### config.mk
export PLATFORM = sky130hd
export DESIGN_NAME = dstwr_ctrl
export DESIGN_NICKNAME = d
export VERILOG_FILES = /design/src/sv/dstwr_pkg.sv /design/src/sv/dstwr_ctrl.sv
export SDC_FILE = /design/constraint.sdc
export NUM_CORES = 1
export LEC_CHECK = 0
export ABC_AREA = 0
export BUFFER_PORTS_ARGS = -buffer_cell sky130_fd_sc_hd__clkbuf_2
export CORE_MARGIN = 3
export CORE_UTILIZATION = 45
export DETAILED_ROUTE_END_ITERATION = 10
export GPL_ROUTABILITY_DRIVEN = 0
export PLACE_DENSITY = 0.72
export SLEW_MARGIN = 20
export SYNTH_ARGS = -nofsm -noshare
export SYNTH_HDL_FRONTEND = slang
export SYNTH_SLANG_ARGS = --single-unit
export TNS_END_PERCENT = 100
### constraint.sdc
create_clock -name clk -period 4.02 [get_ports clk]
set_input_delay 0.402 -clock clk [delete_from_list [all_inputs] [get_ports clk]]
set_output_delay 0.402 -clock clk [all_outputs]
set_load 0.05 [all_outputs]
### src/sv/dstwr_pkg.sv
// ----------------------------------------------------------------------------
// dstwr_pkg
// Shared constants, widths and types of the two-way ranging core.
// ----------------------------------------------------------------------------
package dstwr_pkg;

  localparam int HIST_DEPTH = 32;
  localparam int HIST_AW    = (HIST_DEPTH > 1) ? $clog2(HIST_DEPTH) : 1;

  // running sum, sum of squares, gate difference and compare widths
  localparam int SUM_W  = 22 + HIST_AW;
  localparam int SQ_W   = 42 + HIST_AW;
  localparam int DIFF_W = SUM_W + HIST_AW + 1;
  localparam int CMP_W  = 66 + 2 * HIST_AW;

  localparam int OUTLIER_FACTOR = 4;
  localparam int DIST_W   = 21;
  localparam int DIV_STEPS = 23;
  localparam int DIV_CW    = 5;

  localparam logic signed [DIST_W-1:0] DIST_MAX = 21'sd1048575;
  localparam logic signed [DIST_W-1:0] DIST_MIN = -21'sd1048576;

  localparam logic [15:0] ANT_DELAY_RST  = 16'd0;
  localparam logic [23:0] TICK_SCALE_RST = 24'd307479;

  localparam int CFG_IW = 2;
  localparam logic [CFG_IW-1:0] REG_ANT_DELAY  = 2'd0;
  localparam logic [CFG_IW-1:0] REG_TICK_SCALE = 2'd1;

  typedef enum logic [4:0] {
    ST_IDLE, ST_MULA, ST_MULB, ST_MAG, ST_SCLO, ST_SCHI, ST_SUM, ST_DIV,
    ST_ROUND, ST_DIFF, ST_MULE, ST_MULS, ST_MULD, ST_MULO, ST_GATE, ST_DONE
  } state_t;

  typedef enum logic [3:0] {
    OP_NONE, OP_CAPT, OP_MULA, OP_MULB, OP_MAG, OP_SCLO, OP_SCHI, OP_SUM,
    OP_DIV, OP_ROUND, OP_DIFF, OP_MULE, OP_MULS, OP_MULD, OP_MULO, OP_GATE
  } dp_op_t;

  typedef struct packed {
    dp_op_t op;
    logic   emit;
  } dp_cmd_t;

  typedef struct packed {
    logic out_full;
    logic out_ready;
  } dp_stat_t;

endpackage

### src/sv/dstwr_ctrl.sv
// ----------------------------------------------------------------------------
// dstwr_ctrl
// Sequencer that steps the datapath through one ranging exchange.
// ----------------------------------------------------------------------------
module dstwr_ctrl
  import dstwr_pkg::*;
(
  input  logic     clk,
  input  logic     rst_n,
  input  logic     in_valid,
  output logic     in_ready,
  input  dp_stat_t stat,
  output dp_cmd_t  cmd
);

  state_t             state_r, state_nxt;
  logic [DIV_CW-1:0]  cnt_r, cnt_nxt;

  always_ff @(posedge clk) begin
    if (!rst_n) begin
      state_r <= ST_IDLE;
      cnt_r   <= '0;
    end else begin
      state_r <= state_nxt;
      cnt_r   <= cnt_nxt;
    end
  end

  always_comb begin
    state_nxt = state_r;
    cnt_nxt   = cnt_r;
    cmd.op    = OP_NONE;
    cmd.emit  = 1'b0;
    in_ready  = 1'b0;
    case (state_r)
      ST_IDLE: begin
        in_ready = 1'b1;
        if (in_valid) begin
          cmd.op    = OP_CAPT;
          state_nxt = ST_MULA;
        end
      end
      ST_MULA: begin cmd.op = OP_MULA; state_nxt = ST_MULB; end
      ST_MULB: begin cmd.op = OP_MULB; state_nxt = ST_MAG;  end
      ST_MAG:  begin cmd.op = OP_MAG;  state_nxt = ST_SCLO; end
      ST_SCLO: begin cmd.op = OP_SCLO; state_nxt = ST_SCHI; end
      ST_SCHI: begin cmd.op = OP_SCHI; state_nxt = ST_SUM;  end
      ST_SUM: begin
        cmd.op    = OP_SUM;
        cnt_nxt   = '0;
        state_nxt = ST_DIV;
      end
      ST_DIV: begin
        cmd.op  = OP_DIV;
        cnt_nxt = cnt_r + 1'b1;
        if (cnt_r == DIV_CW'(DIV_STEPS - 1)) state_nxt = ST_ROUND;
      end
      ST_ROUND: begin cmd.op = OP_ROUND; state_nxt = ST_DIFF; end
      ST_DIFF:  begin cmd.op = OP_DIFF;  state_nxt = ST_MULE; end
      ST_MULE:  begin cmd.op = OP_MULE;  state_nxt = ST_MULS; end
      ST_MULS:  begin cmd.op = OP_MULS;  state_nxt = ST_MULD; end
      ST_MULD:  begin cmd.op = OP_MULD;  state_nxt = ST_MULO; end
      ST_MULO:  begin cmd.op = OP_MULO;  state_nxt = ST_GATE; end
      ST_GATE:  begin cmd.op = OP_GATE;  state_nxt = ST_DONE; end
      ST_DONE: begin
        // hand the word over once the output register frees up
        if (!stat.out_full || stat.out_ready) begin
          cmd.emit  = 1'b1;
          state_nxt = ST_IDLE;
        end
      end
      default: state_nxt = ST_IDLE;
    endcase
  end

endmodule

==> impl_metrics.json <==
{
  "maxSlewViolCount": 0,
  "syn-num-nets": 89,
  "wl_met3_um": 75,
  "drt-wirelength-per-cell_um": 12.2,
  "wl_met1_um": 577,
  "syn_avg_cell_area_um2": 9.33,
  "clk_latency_ns": 0.26,
  "max_slew_margin_pct": 69.8,
  "first_global_vias": 461,
  "final_layout_size_suffix_gt1_share_pct": 22.6,
  "die_width_um": 45.7,
  "track_usage_pct": 14.3,
  "whs_ns": 0.491,
  "post_cts_buffers": 0,
  "final_nets": 98,
  "yosys-mux-area-fraction_pct": 8.47,
  "synth-xor-area-share_pct": 0,
  "final_util_pct": 55.2,
  "setup_tns_ns": 0,
  "fp-row-count": 13,
  "crit_slowest_cell": "o41ai_1",
  "dieArea_um2": 2090,
  "p_total_uw": 495,
  "finalCritPeriodShare_pct": 57.0,
  "dr.pass1.iters": 2,
  "crit_family": "compound AO/OA/AOI/OAI gates",
  "cellLeakagePower_uw": 0.000372,
  "drc": 0,
  "clock-sinks": 9,
  "crit_required_ns": 3.62,
  "area_growth_pct": 7.58,
  "grt-ovfl-total": 0,
  "p_per_area_nw_per_um2": 648,
  "cp.depth": 5,
  "ys_ff_latch": 9,
  "drt_iter0_drc": 9,
  "end_kind": "output port",
  "numCtsBuffers": 3,
  "crit_path_max_fanout": 6,
  "min_delay_path_depth": 2,
  "core_um2": 1380,
  "finalSetupViolations": 0,
  "vias": 533,
  "yosysSeqAreaShare_pct": 25.4,
  "pin_count": 11,
  "async_flop_share_pct": 0,
  "synthAdderAreaFrac_pct": 14.1,
  "cts_resized": 0,
  "yosys_warnings": 0,
  "ir_drop_v": 0.000574,
  "via_per_inst": 5.38,
  "synthDistinctLibCells": 34,
  "maxCapViolCount": 0,
  "worstRegToRegCells": 5,
  "synth_area_um2": 709,
  "yosys.area_share.simple_pct": 29.1,
  "clock-root-buffer": "clkbuf_4",
  "max_freq_mhz": 436,
  "dp.cells": 95,
  "stdcell_count": 99,
  "synth_top_family_by_area": "simple AND/OR/NAND/NOR gates",
  "antenna_cells": 0,
  "hold_viol": 0,
  "floorplan.initialDensity_pct": 51.3,
  "wl_met2_um": 550,
  "rsz0062_at_grt": "no",
  "cp_data_arrival_time_ns": 1.89,
  "cts_buffer_depth": 2,
  "slowest_delay_ns": 0.51,
  "min_period_ns": 2.29,
  "crit_chain": "inv_1 > ha_1 > o41ai_1 > nand2_1 > clkbuf_2",
  "min_path_type": "primary input to register",
  "cts_tree": "yes",
  "die_h_um": 45.7,
  "worstSetupPathType": "register to output port",
  "dr.max_layer_used": "met3",
  "status": "finished clean",
  "hpwl_um": 947,
  "clk_pin_slew_ns": 0.06,
  "ys.flop_type": "dfxtp_1",
  "htreeDepth": 1,
  "synth-edff-count": 0,
  "finClkSkew_ns": 0.00218,
  "tightestPinTransition_ns": 0.446,
  "start_kind": "register",
  "wl_um": 1200,
  "synth_compound_area_share_pct": 15.0,
  "antenna_left": 0,
  "syn_inst": 76,
  "grt_pass1_wl_um": 2130,
  "cts_hold_buffers": 0,
  "critical_path_buf_inv_count": 2,
  "antenna_found_initial": 0,
  "grt_max_degree": 14,
  "port_buffers": 10
}
## synthesized netlist by cell type, drive strengths merged (2+ instances only)
library cell / n / area, um^2
a21oi: 3 / 15.0
and2: 2 / 12.5
buf: 5 / 37.5
dfxtp: 9 / 180
ha: 8 / 100
inv: 4 / 15.0
mux2i: 6 / 60.1
nand2: 7 / 26.3
nand3b: 2 / 18.8
nand4: 2 / 12.5
nor2: 3 / 18.8
nor2b: 5 / 31.3
nor3b: 2 / 31.3
o21ai: 3 / 26.3
## metal layers
layer / GRT usage (%) / vias to the layer above
met3: 7.11 / 0
met4: 3.41 / 0
met5: 0 / -
met1: 18.3 / 240
li1: - / 284
met2: 21.4 / 9
## layout by cell type, fill, tap and decap left out, types with 2 or more instances in the layout
master and instances:
nand4_1 2, nor2_1 2, and2_1 2, a21oi_1 3, clkbuf_2 10, clkbuf_4 3
nand2_1 7, nor2b_1 5, ha_1 8, mux2i_1 6, dfxtp_1 9, inv_1 4
## area by class of cell
class | count | area (um^2)
clock buffers | 4 | 26.3
flip-flops and latches | 9 | 180
inverters | 4 | 15.0
repair buffers | 10 | 50.0
multi-input cells | 57 | 473
well taps | 15 | 18.8
fillers | 147 | 619
## power breakdown
part,internal (uW),switching (uW),total [uW]
Clock,38.4,33.3,71.6
Combinational,92.8,199,292
Sequential,103,27.2,131
Total,235,260,495
## through the flow
step | instance area, um^2 | setup WS [ns]
CTS | 763 | 1.73
finish | 763 | 1.73
global placement | 737 | 2.08
global route | 763 | 1.51
floorplan | 709 | 2.13
detailed placement | 737 | 2.03
## final timing paths
kind	to	start	slack (ns)
worst min-delay path	state_r[2]$_SDFFE_PN0P_	rst_n	0.49
worst max register to register	state_r[3]$_SDFFE_PN0P_	state_r[0]$_SDFFE_PN0P_	2.31
worst min register to register	state_r[1]$_SDFFE_PN0P_	state_r[1]$_SDFFE_PN0P_	0.53
worst max-delay path	cmd[4]	state_r[0]$_SDFFE_PN0P_	1.73
## kinds of logic (layout without fill, tap and decap cells)
family / Yosys count / in the layout
compound gates: 14 / 14
fa+ha+maj: 8 / 8
simple gates: 29 / 29
mux: 6 / 6
flops: 9 / 9
buf+inv: 10 / 18
## flip-flops by register name, indices dropped and copies added (netlist names)
register,cells
state_r,4
cnt_r,5
Power figures use the tool's default switching activity.
